**src/hw/rtl/wla_pkg.sv**
```systemverilog
`timescale 1ns / 1ps
// ----------------------------------------------------------------------------
// wla_pkg
// Shared sizes, operation codes and transfer types of the weighted lottery
// arbiter.
// ----------------------------------------------------------------------------
package wla_pkg;

    // Sizing of the requester table
    localparam int NUM_INPUTS  = 16;
    localparam int WEIGHT_BITS = 8;
    localparam int ID_BITS     = 16;

    localparam int IDX_W   = $clog2(NUM_INPUTS);
    // Running total must hold every requester at full weight
    localparam int TOTAL_W = $clog2(NUM_INPUTS * ((2 ** WEIGHT_BITS) - 1) + 1);
    localparam int RND_W   = 16;

    // Operation codes
    localparam logic [1:0] FUNC_POST  = 2'd0;
    localparam logic [1:0] FUNC_ARB   = 2'd1;
    localparam logic [1:0] FUNC_CLEAR = 2'd2;

    // Input transfer
    typedef struct packed {
        logic [1:0]  func;
        logic [3:0]  requester;
        logic [15:0] request_id;
        logic [7:0]  request_weight;
        logic [15:0] random_value;
    } wla_in_t;

    // Result transfer
    typedef struct packed {
        logic        grant_valid;
        logic [3:0]  granted_requester;
        logic [15:0] granted_id;
        logic [7:0]  granted_weight;
    } wla_out_t;

    // Controller to datapath commands
    typedef struct packed {
        logic load;
        logic post;
        logic clear;
        logic start;
        logic step;
        logic emit;
    } wla_cmd_t;

    // Datapath to controller status
    typedef struct packed {
        logic [1:0] func;
        logic       total_zero;
        logic       hit;
        logic       last;
        logic       out_free;
    } wla_stat_t;

endpackage

```
**src/hw/rtl/wla_datapath.sv**
```systemverilog
`timescale 1ns / 1ps
// ----------------------------------------------------------------------------
// wla_datapath
// Request table, running total, scaled choice, weight scan and the result
// output register.
// ----------------------------------------------------------------------------
module wla_datapath import wla_pkg::*; (
    input  logic      aclk,
    input  logic      aresetn,
    input  wla_in_t   s_data,
    input  wla_cmd_t  cmd,
    output wla_stat_t stat,
    output logic      m_valid,
    input  logic      m_ready,
    output wla_out_t  m_data
);

    // Held item
    wla_in_t item_reg;

    // Request table
    logic [NUM_INPUTS-1:0]  present_reg;
    logic [ID_BITS-1:0]     ident_reg [NUM_INPUTS];
    logic [WEIGHT_BITS-1:0] wt_reg    [NUM_INPUTS];
    logic [TOTAL_W-1:0]     total_reg;

    // Scan state
    logic [TOTAL_W-1:0]     choice_reg;
    logic [TOTAL_W-1:0]     sum_reg;
    logic [IDX_W-1:0]       idx_reg;
    logic                   found_reg;
    logic [IDX_W-1:0]       win_idx_reg;
    logic [ID_BITS-1:0]     win_id_reg;
    logic [WEIGHT_BITS-1:0] win_wt_reg;

    // Output register
    logic     m_valid_reg;
    wla_out_t res_reg;

    // Table read port
    logic [IDX_W-1:0]       req_idx;
    logic [IDX_W-1:0]       rd_idx;
    logic                   rd_present;
    logic [ID_BITS-1:0]     rd_id;
    logic [WEIGHT_BITS-1:0] rd_wt;

    // Post and scan arithmetic
    logic [WEIGHT_BITS-1:0]   new_wt;
    logic [ID_BITS-1:0]       new_id;
    logic                     post_ok;
    logic [TOTAL_W-1:0]       total_next;
    logic [TOTAL_W-1:0]       sum_next;
    logic [RND_W+TOTAL_W-1:0] product;
    logic                     hit;
    wla_out_t                 res_next;

    // Share one read address between post and scan
    assign req_idx    = IDX_W'(item_reg.requester);
    assign rd_idx     = cmd.post ? req_idx : idx_reg;
    assign rd_present = present_reg[rd_idx];
    assign rd_id      = ident_reg[rd_idx];
    assign rd_wt      = wt_reg[rd_idx];

    // Decide whether a post lands
    assign new_wt  = WEIGHT_BITS'(item_reg.request_weight);
    assign new_id  = ID_BITS'(item_reg.request_id);
    assign post_ok = (new_wt != '0) && (int'(item_reg.requester) < NUM_INPUTS)
                     && (!rd_present || (rd_wt < new_wt));

    // Replace the old weight in the running total
    always_comb begin
        total_next = total_reg + TOTAL_W'(new_wt);
        if (rd_present) begin
            total_next = total_next - TOTAL_W'(rd_wt);
        end
    end

    // Scale random value into a choice below the total
    assign product  = (RND_W + TOTAL_W)'(item_reg.random_value)
                      * (RND_W + TOTAL_W)'(total_reg);
    assign sum_next = sum_reg + TOTAL_W'(rd_wt);
    assign hit      = rd_present && (sum_next > choice_reg);

    // Status back to the controller
    assign stat.func       = item_reg.func;
    assign stat.total_zero = (total_reg == '0);
    assign stat.hit        = hit;
    assign stat.last       = (idx_reg == IDX_W'(NUM_INPUTS - 1));
    assign stat.out_free   = !m_valid_reg || m_ready;

    // Hold item and scan payload
    always_ff @(posedge aclk) begin
        if (cmd.load) begin
            item_reg <= s_data;
        end
        if (cmd.start) begin
            choice_reg <= TOTAL_W'(product >> RND_W);
            sum_reg    <= '0;
            idx_reg    <= '0;
        end else if (cmd.step && !hit) begin
            if (rd_present) begin
                sum_reg <= sum_next;
            end
            idx_reg <= idx_reg + 1'b1;
        end
        if (cmd.step && hit) begin
            win_idx_reg <= idx_reg;
            win_id_reg  <= rd_id;
            win_wt_reg  <= rd_wt;
        end
    end

    // Write identifier and weight of a landed post
    always_ff @(posedge aclk) begin
        if (cmd.post && post_ok) begin
            ident_reg[req_idx] <= new_id;
            wt_reg[req_idx]    <= new_wt;
        end
    end

    // Presence, total and winner flag
    always_ff @(posedge aclk) begin
        if (!aresetn) begin
            present_reg <= '0;
            total_reg   <= '0;
            found_reg   <= 1'b0;
        end else begin
            if (cmd.clear) begin
                present_reg <= '0;
                total_reg   <= '0;
            end else if (cmd.post && post_ok) begin
                present_reg[req_idx] <= 1'b1;
                total_reg            <= total_next;
            end
            if (cmd.load) begin
                found_reg <= 1'b0;
            end else if (cmd.step && hit) begin
                found_reg <= 1'b1;
            end
        end
    end

    // Build the result; no winner gives all zero
    always_comb begin
        res_next = '0;
        if (found_reg) begin
            res_next.grant_valid       = 1'b1;
            res_next.granted_requester = 4'(win_idx_reg);
            res_next.granted_id        = 16'(win_id_reg);
            res_next.granted_weight    = 8'(win_wt_reg);
        end
    end

    // Output register: load on emit, drop once the transfer completes
    always_ff @(posedge aclk) begin
        if (!aresetn) begin
            m_valid_reg <= 1'b0;
        end else if (cmd.emit) begin
            m_valid_reg <= 1'b1;
        end else if (m_ready) begin
            m_valid_reg <= 1'b0;
        end
    end

    always_ff @(posedge aclk) begin
        if (cmd.emit) begin
            res_reg <= res_next;
        end
    end

    assign m_valid = m_valid_reg;
    assign m_data  = res_reg;

    // Total is zero exactly when no request is held
    a_total_empty: assert property (@(posedge aclk) disable iff (!aresetn)
        (total_reg == '0) == (present_reg == '0))
        else $error("total weight disagrees with request presence");

    // Never overwrite a result that has not been taken
    a_emit_free: assert property (@(posedge aclk) disable iff (!aresetn)
        cmd.emit |-> (!m_valid_reg || m_ready))
        else $error("result emitted over a pending transfer");

    // A granted request carries a nonzero weight
    a_grant_wt: assert property (@(posedge aclk) disable iff (!aresetn)
        (m_valid_reg && res_reg.grant_valid) |-> (res_reg.granted_weight != '0))
        else $error("grant with zero weight");

endmodule

```
**src/hw/rtl/wla_ctrl.sv**
```systemverilog
`timescale 1ns / 1ps
// ----------------------------------------------------------------------------
// wla_ctrl
// Sequencer for the lottery arbiter: accept, decode, scan, emit.
// ----------------------------------------------------------------------------
module wla_ctrl import wla_pkg::*; (
    input  logic      aclk,
    input  logic      aresetn,
    input  logic      s_valid,
    output logic      s_ready,
    input  wla_stat_t stat,
    output wla_cmd_t  cmd
);

    typedef enum logic [1:0] {
        ST_IDLE,
        ST_DECODE,
        ST_SCAN,
        ST_EMIT
    } state_t;

    state_t state_reg;
    state_t state_next;
    logic   ready_reg;

    // Commands and next state
    always_comb begin
        cmd        = '0;
        state_next = state_reg;
        case (state_reg)
            ST_IDLE: begin
                if (s_valid && ready_reg) begin
                    cmd.load   = 1'b1;
                    state_next = ST_DECODE;
                end
            end
            ST_DECODE: begin
                state_next = ST_EMIT;
                if (stat.func == FUNC_POST) begin
                    cmd.post = 1'b1;
                end else if (stat.func == FUNC_CLEAR) begin
                    cmd.clear = 1'b1;
                end else if (stat.func == FUNC_ARB && !stat.total_zero) begin
                    cmd.start  = 1'b1;
                    state_next = ST_SCAN;
                end
            end
            ST_SCAN: begin
                cmd.step = 1'b1;
                if (stat.hit || stat.last) begin
                    state_next = ST_EMIT;
                end
            end
            ST_EMIT: begin
                if (stat.out_free) begin
                    cmd.emit   = 1'b1;
                    state_next = ST_IDLE;
                end
            end
            default: begin
                state_next = ST_IDLE;
            end
        endcase
    end

    // Hold state and the registered ready
    always_ff @(posedge aclk) begin
        if (!aresetn) begin
            state_reg <= ST_IDLE;
            ready_reg <= 1'b0;
        end else begin
            state_reg <= state_next;
            ready_reg <= (state_next == ST_IDLE) && !cmd.load;
        end
    end

    assign s_ready = ready_reg;

    // Ready only while waiting for an item
    a_ready_idle: assert property (@(posedge aclk) disable iff (!aresetn)
        ready_reg |-> (state_reg == ST_IDLE))
        else $error("ready outside idle");

    // An accepted item is decoded next
    a_accept_decode: assert property (@(posedge aclk) disable iff (!aresetn)
        (s_valid && ready_reg) |=> (state_reg == ST_DECODE))
        else $error("accepted item not decoded");

    // Scan starts only with requests present
    a_start_total: assert property (@(posedge aclk) disable iff (!aresetn)
        cmd.start |-> !stat.total_zero)
        else $error("scan started on empty table");

endmodule

```
**src/hw/rtl/weighted_lottery_arbiter.sv**
```systemverilog
`timescale 1ns / 1ps
// Post, clear, unused codes and arbitrate on an empty table pass from decode straight to
// emit. Arbitrate otherwise scans the table from index 0 up to the winner's entry (or the
// last entry) before emit. A new item is taken only after the last result has been
// loaded into the output register; the scan reads one table entry per cycle and a result
// held by the receiver holds the next input.
// Reset (aresetn, synchronous, low) drops all requests and the pending result.
// ----------------------------------------------------------------------------
// weighted_lottery_arbiter
// Lottery arbiter: weighted requests are posted, then a random value picks a
// winner in proportion to its weight.
// ----------------------------------------------------------------------------
module weighted_lottery_arbiter import wla_pkg::*; (
    input  logic     aclk,
    input  logic     aresetn,
    input  logic     s_valid,
    output logic     s_ready,
    input  wla_in_t  s_data,
    output logic     m_valid,
    input  logic     m_ready,
    output wla_out_t m_data
);

    wla_cmd_t  cmd;
    wla_stat_t stat;

    // Sequencer
    wla_ctrl u_ctrl (
        .aclk    (aclk),
        .aresetn (aresetn),
        .s_valid (s_valid),
        .s_ready (s_ready),
        .stat    (stat),
        .cmd     (cmd)
    );

    // Table, scan and result register
    wla_datapath u_datapath (
        .aclk    (aclk),
        .aresetn (aresetn),
        .s_data  (s_data),
        .cmd     (cmd),
        .stat    (stat),
        .m_valid (m_valid),
        .m_ready (m_ready),
        .m_data  (m_data)
    );

endmodule

```
**config.mk**
```make
export PLATFORM = sky130hd
export DESIGN_NAME = weighted_lottery_arbiter
export DESIGN_NICKNAME = d
export VERILOG_FILES = /design/src/hw/rtl/wla_pkg.sv /design/src/hw/rtl/wla_datapath.sv /design/src/hw/rtl/wla_ctrl.sv /design/src/hw/rtl/weighted_lottery_arbiter.sv
export SDC_FILE = /design/constraint.sdc
export NUM_CORES = 1
export LEC_CHECK = 0
export BUFFER_PORTS_ARGS = -buffer_cell sky130_fd_sc_hd__buf_2
export CAP_MARGIN = 20
export CORE_MARGIN = 1.5
export CORE_UTILIZATION = 65
export DETAILED_ROUTE_END_ITERATION = 10
export GPL_TIMING_DRIVEN = 0
export PLACE_DENSITY = 0.83
export SYNTH_ARGS = -nofsm -noshare
export SYNTH_HDL_FRONTEND = slang
export SYNTH_SLANG_ARGS = --single-unit
```
**constraint.sdc**
```tcl
create_clock -name aclk -period 14.97 [get_ports aclk]
set_clock_uncertainty 0.2 [all_clocks]
set_input_delay 1.497 -clock aclk [delete_from_list [all_inputs] [get_ports aclk]]
set_output_delay 1.497 -clock aclk [all_outputs]
set_load 0.005 [all_outputs]
```
=== Yosys cells after proc, flatten, opt, wreduce, memory -nomap -nowiden ===
Memory sizes are Yosys's and may differ from the RTL's. A register that Yosys moved wholly into a read port is not among the register bits.
Cells that the tools add are included.

* Output and inout bits: 31
* Logic and storage cells: 95
* Bits of input ports: 50
* Bits in writable memories: 384
* Memories: 2
* Bits in registers: 148

{| class="wikitable"
|+ Memory list
! memory !! depth !! bits a word !! read ports !! clocked after memory_dff !! wr ports !! line !! RTL
|-
| u_datapath.ident_reg || 16 || 16 || 1 || 1 || 1 || wla_datapath.sv:23 || <nowiki>logic [ID_BITS-1:0] ident_reg [NUM_INPUTS];</nowiki>
|-
| u_datapath.wt_reg || 16 || 8 || 1 || 0 || 1 || wla_datapath.sv:24 || <nowiki>logic [WEIGHT_BITS-1:0] wt_reg [NUM_INPUTS];</nowiki>
|}

* $mul: 1
* Bitwise operators: 2
* Mux-type cells: 29
* Order comparisons: 5
* Reduce and logical (&&, ||, !) cells: 26
* Equal/unequal tests: 6
* Add/sub/neg operators: 4

{| class="wikitable"
|+ Operator list
! cell !! count
|-
| $mux 29 || 1
|-
| $mul 16x12->28 || 1
|-
| $add 12x8->12 || 2
|-
| $mux 1 || 17
|-
| $or 16x16->16 || 1
|-
| $gt 12x12->1 || 1
|-
| $logic_not 12->1 || 1
|-
| $mux 12 || 1
|-
| $sub 12x8->12 || 1
|-
| $lt 4x5->1 const B || 2
|-
| $mux 2 || 5
|-
| $logic_and 1x1->1 || 9
|-
| $lt 8x8->1 || 1
|-
| $pmux 2 s4 || 1
|-
| $reduce_bool 8->1 || 1
|-
| $eq 2x2->1 const B || 3
|-
| $logic_not 2->1 || 3
|-
| $logic_not 1->1 || 5
|-
| $add 4x1->4 const B || 1
|-
| $bmux 1 s4 || 1
|-
| $demux 1 s4 || 1
|-
| $eq 2x1->1 const B || 2
|-
| $eq 4x4->1 const B || 1
|-
| $ge 4x1->1 const B || 1
|-
| other kinds (7) || 10
|}

=== Longest topological paths before layout ===
An unclocked memory read counts as a cell.

* Depth after elaboration: 17
* Mapped depth: 32
* Depth with buffers taken out: 26

=== Hierarchy ===
A second synthesis with hierarchy kept.

* Cell total of the unflattened synthesis: 2399
* Area total of the unflattened synthesis: 28287.1 um^2

{| class="wikitable"
|+ By module, submodules not included
! module !! cells an instance !! times used !! sequential area each (um^2) !! area each (um^2)
|-
| wla_datapath || 2380 || 1 || 15905.3 || 28105.7
|-
| wla_ctrl || 19 || 1 || 60.1 || 181.4
|}

=== Least setup slack after synthesis ===
Ideal clock, no wire load.

* Kind: flip-flop to flip-flop
* From: register u_datapath.item_reg, in the netlist u_datapath.stat[5]
* To: register u_datapath.win_id_reg[0], read port of u_datapath.ident_reg, enable pin
* Clock period less this slack: 7.448 ns
* Cell stages (with the launch flop): 27
* Library setup time: 0.453 ns
* Buffers on the path: 4
* Setup slack: 7.522 ns
* Arrival: 6.795 ns
* Data required time: 14.317 ns
* Cells stage by stage: edfxtp_1 nor4b_4 buf_6 mux2i_1 buf_2 buf_1 clkbuf_1 nand2_1 a311oi_1 a31oi_1 mux2i_1 inv_1 fa_1 inv_1 a21o_1 a21oi_1 o21bai_1 a21o_1 a31o_2 nand3_1 xnor2_1 ha_1 a21o_1 a21oi_1 a21oi_1 o31ai_1 nor3_1

* Cells in the longest elaborated chain, start to end: 9
* Elaborated cells on any way between the ends: 11
* Those cells by class: 1 x add/sub; 1 x order compare; 5 x mux; 3 x reduce/logical; 1 x memory

{| class="wikitable"
|+ RTL lines
! item !! line !! RTL
|-
| start, declared || wla_datapath.sv:19 || <nowiki>wla_in_t item_reg;</nowiki>
|-
| start signal, assigned || wla_datapath.sv:94 || <nowiki>item_reg <= s_data;</nowiki>
|-
| $logic_not 2->1 || wla_ctrl.sv:39 || <nowiki>if (stat.func == FUNC_POST) begin</nowiki>
|-
| $mux 1 || wla_ctrl.sv:39 ||
|-
| $mux 3 || wla_ctrl.sv:30 || <nowiki>case (state_reg)</nowiki>
|-
| $mux 4 || wla_datapath.sv:59 || <nowiki>assign rd_idx = cmd.post ? req_idx : idx_reg;</nowiki>
|-
| $mem_v2 16x8 || -- ||
|-
| net u_datapath.rd_wt[1] || wla_datapath.sv:45 || <nowiki>logic [WEIGHT_BITS-1:0] rd_wt;</nowiki>
|-
| $add 12x8->12 || wla_datapath.sv:81 || <nowiki>assign sum_next = sum_reg + TOTAL_W'(rd_wt);</nowiki>
|-
| net u_datapath.sum_next[10] || wla_datapath.sv:52 || <nowiki>logic [TOTAL_W-1:0] sum_next;</nowiki>
|-
| $gt 12x12->1 || wla_datapath.sv:82 || <nowiki>assign hit = rd_present && (sum_next > choice_reg);</nowiki>
|-
| $logic_and 1x1->1 || wla_datapath.sv:82 ||
|-
| $logic_and 1x1->1 || wla_datapath.sv:106 || <nowiki>if (cmd.step && hit) begin</nowiki>
|-
| end, declared || wla_datapath.sv:33 || <nowiki>logic [ID_BITS-1:0] win_id_reg;</nowiki>
|}

The timed path passes the listed nets, and every way through them passes these cells. The select of a mux whose other input is x is not followed.
A chain may end at the register's enable or synchronous reset.

=== Final worst setup path ===
* From: register u_datapath.item_reg, in the netlist u_datapath.stat[5]
* To: register u_datapath.sum_reg[3]

* Cells in the longest elaborated chain, start to end: 11
* Elaborated cells on any way between the ends: 19
* Those cells by class: 1 x add/sub; 1 x order compare; 2 x eq/ne; 8 x mux; 6 x reduce/logical; 1 x memory

{| class="wikitable"
|+ RTL lines
! item !! line !! RTL
|-
| $logic_not 2->1 || wla_ctrl.sv:39 ||
|-
| $mux 1 || wla_ctrl.sv:39 ||
|-
| $mux 3 || wla_ctrl.sv:30 ||
|-
| $mux 4 || wla_datapath.sv:59 ||
|-
| $mem_v2 16x8 || -- ||
|-
| net u_datapath.rd_wt[1] || wla_datapath.sv:45 ||
|-
| $add 12x8->12 || wla_datapath.sv:81 ||
|-
| net u_datapath.sum_next[10] || wla_datapath.sv:52 ||
|-
| $gt 12x12->1 || wla_datapath.sv:82 ||
|-
| $logic_and 1x1->1 || wla_datapath.sv:82 ||
|-
| $logic_not 1->1 || wla_datapath.sv:100 || <nowiki>end else if (cmd.step && !hit) begin</nowiki>
|-
| $logic_and 1x1->1 || wla_datapath.sv:100 ||
|-
| $reduce_and 2->1 (no line) || -- ||
|-
| end signal, assigned || wla_datapath.sv:102 || <nowiki>sum_reg <= sum_next;</nowiki>
|-
| end, declared || wla_datapath.sv:29 || <nowiki>logic [TOTAL_W-1:0] sum_reg;</nowiki>
|}

The timed path passes the listed nets, and every way through them passes these cells. The select of a mux whose other input is x is not followed.

==> impl_metrics.yaml <==
synthesis:
  synthTopCellsByCount: "nand2_1 (546), edfxtp_1 (499), inv_1 (184), nand3_1 (175), fa_1 (142)"
  syn-num-nets: 2706
  synth_edf_count: 499
  synth_seq_cells: 548
  synth_top_area_share: 0.5311
  ys_seq_area_frac: 0.5659
  synthTopCellsByArea: "edfxtp_1 (53%), fa_1 (10%), nand2_1 (7.3%), ha_1 (4.7%), dfxtp_1 (3.5%)"
  netlist_area_sq_um: 28210
  ys_types: 62
  synth-async-reset-ratio: 0
  synth_flop_cell: "edfxtp_1"
  syn_area_per_cell_sq_um: 11.72
  syn_inst: 2408
  ys.warnings.count: 0
  synth_top_cell_by_area: "edfxtp_1"
  yosys.cell_count.top_type: "nand2_1"
detailed_routing:
  wl_met3_um: 7598
  routed_via_density: 6.227
  routed.top_layer: "met5"
  totalWireLength_um: 71900
  wl_per_cell_um: 22.50
  first_pass_iters: 7
  wl_met2_um: 33950
  num_vias: 19890
  drc_errors: 0
  wirelength_met1_um: 26610
  drt_iter0_markers: 2479
  drt.antenna.violating_nets: 0
cells_and_area:
  final_cells: 3195
  nets: 2864
  num-fill-cells: 2702
  antenna_cells: 0
  synthToLayoutAreaGrowth_pct: 11.85
  drive_gt1_frac: 0.09272
  largest_reg_flops: 256
clock_tree:
  hold_buffers: 0
  cts_setup_buffers: 0
  htree_levels: 2
  clock_latency_ns: 0.62
  clk_pin_slew_worst_paths_ns: 0.07
  cts_resized: 0
  cts-root-buf: "clkbuf_16"
  clockBufferDepth: 3
  cts_buffers: 54
  cts_sinks: 548
  cts_tree: "done"
global_routing:
  grt_pass1_wl_um: 110400
  grt_pass1_vias: 20140
  antenna_found_initial: 1
  grt_overflow: 0
  grt_max_degree: 26
  track_usage: 0.3287
run:
  drv_cap: 0
floorplan:
  core.rowCount: 76
  core_sq_um: 42980
  chipWidth_um: 211.3
  dieArea_sq_um: 44660
  start_util: 0.6564
  ios: 81
  fp.dieH_um: 211.3
placement:
  gp_congestion: 0.9356
  dp_hpwl_um: 49640
  io_buffers: 80
  placedCellCount: 3095
hold_path:
  hold_path.class: "reg2reg"
timing:
  tightest_slew_ns: 1.119
  finalSetupViolCount: 0
  layout_worst_path_cycle_share: 0.5868
  fin_crit_ns: 8.784
  setup-tns-final_ns: 0
  slew_viol_final: 0
  rsz0062_at_grt: "false"
  hold_viol: 0
  fmax_ghz: 0.1138
  slew-limit-headroom: 0.2542
setup_path:
  path_buf_inv: 7
  crit_path_max_incr_delay_ns: 0.90
  cp_data_required_time_ns: 15.25
  crit_arrival_ns: 9.07
  cp_top_family: "compound AO/OA/AOI/OAI gates"
  start_kind: "flop"
  critical-path-slowest-cell: "mux2i_1"
  path_max_fanout: 10
  endpoint_kind: "flop"
  crit_type: "reg2reg"
pwr:
  max-vdd-ir-drop_mv: 0.1181
  powerDensity_nw_per_um2: 184.0
  p_leak_nw: 12.19
status:
  run_status: "complete, no violations"
power breakdown:
group          switching, W  leakage [nW]  total (W)  internal, W
registers          0.000103          4.89    0.00193      0.00182
clock network      0.000606         0.864    0.00137     0.000763
logic               0.00167          6.44    0.00251     0.000843
worst reg2reg max path: cells and delay by family (launching register included):
family / cells / cell delay [ns]
adder cells (fa/ha/maj): 2 / 0.79
multiplexers: 3 / 1.48
AND/OR/NAND/NOR: 5 / 1.07
flip-flops: 1 / 0.47
AO/OA/AOI/OAI: 11 / 2.32
buffers and inverters: 7 / 2.15
XOR/XNOR: 1 / 0.21
cells in the final DEF (no fill, tap or decap), types with 6 or more instances in the layout:
cell / netlist / final
nor2b_1: 13 / 13
a21oi_1: 41 / 41
o21ai_0: 22 / 22
buf_6: 8 / 19
nor4_1: 6 / 6
inv_1: 184 / 183
buf_1: 14 / 14
a311oi_1: 46 / 46
and2_1: 96 / 96
clkinvlp_4: 0 / 6
a21o_1: 20 / 20
nand3_1: 175 / 175
a32oi_1: 7 / 7
fa_1: 142 / 142
o211ai_1: 7 / 7
o21a_1: 7 / 7
ha_1: 106 / 106
xor2_1: 14 / 14
and3_1: 33 / 33
mux2i_1: 26 / 26
clkinv_2: 0 / 9
buf_2: 3 / 83
xnor2_1: 24 / 24
a211oi_2: 6 / 6
a31oi_1: 48 / 48
dfxtp_1: 49 / 49
nor2_2: 1 / 11
clkbuf_16: 0 / 55
nor2_1: 80 / 67
clkinv_1: 0 / 10
clkbuf_1: 106 / 109
edfxtp_1: 499 / 499
nand2_1: 546 / 546
worst paths after layout:
check	end	slack [ns]	from	cells past startpoint
worst max register to register	u_datapath.sum_reg[3]$_SDFFE_PP0P_	6.19	u_datapath.stat[5]$_DFFE_PP_	29
worst min-delay path	u_datapath.present_reg[4]$_SDFFE_PP0P_	0.28	u_datapath.present_reg[4]$_SDFFE_PP0P_	2
worst max-delay path	u_datapath.sum_reg[3]$_SDFFE_PP0P_	6.19	u_datapath.stat[5]$_DFFE_PP_	29
worst min register to register	u_datapath.present_reg[4]$_SDFFE_PP0P_	0.28	u_datapath.present_reg[4]$_SDFFE_PP0P_	2
layout make-up:
class,count,area [sq um],share of cell area
buffer,133,570.5,0.01808
clock buffer,61,1429,0.04528
clock inverter,39,351.6,0.01114
inverter,184,690.7,0.02189
multi-input combinational,1543,11060,0.3505
sequential,548,15970,0.5059
tap,585,732.0,0.02320
timing repair buffer,102,757.0,0.02399
layer usage:
layer  GRT usage  vias to the layer above
li1            -                     8669
met1      0.4315                     9642
met2      0.5346                     1317
met3     0.05682                      264
met4      0.1635                        2
met5           0                        -
logic make-up (layout without fill, tap and decap cells):
logic type | Yosys count | after routing | synth area share
muxes | 32 | 32 | 0.01197
adders and majority gates | 248 | 248 | 0.1478
DFF | 548 | 548 | 0.5659
AOI/OAI and AO/OA | 241 | 241 | 0.06195
buffers and inverters | 317 | 519 | 0.04470
and+or+nand+nor | 984 | 984 | 0.1559
xor gates and xnor gates | 38 | 38 | 0.01180
metrics by stage:
stage                     worst slack [ns]  total power (W)  cell area (sq um)    util  hold WS, ns
after floorplan                      7.522         0.003563              28210       -       0.2264
after global placement               4.911         0.004220              29350  0.6828       0.2420
after detailed placement             6.470         0.004358              29770  0.6927       0.2537
after CTS                            6.381         0.005742              31560  0.7342       0.2681
after global routing                 5.922         0.006078              31560  0.7342       0.2960
final                                6.186         0.005807              31560  0.7342       0.2757
Power figures use the tool's default switching activity.
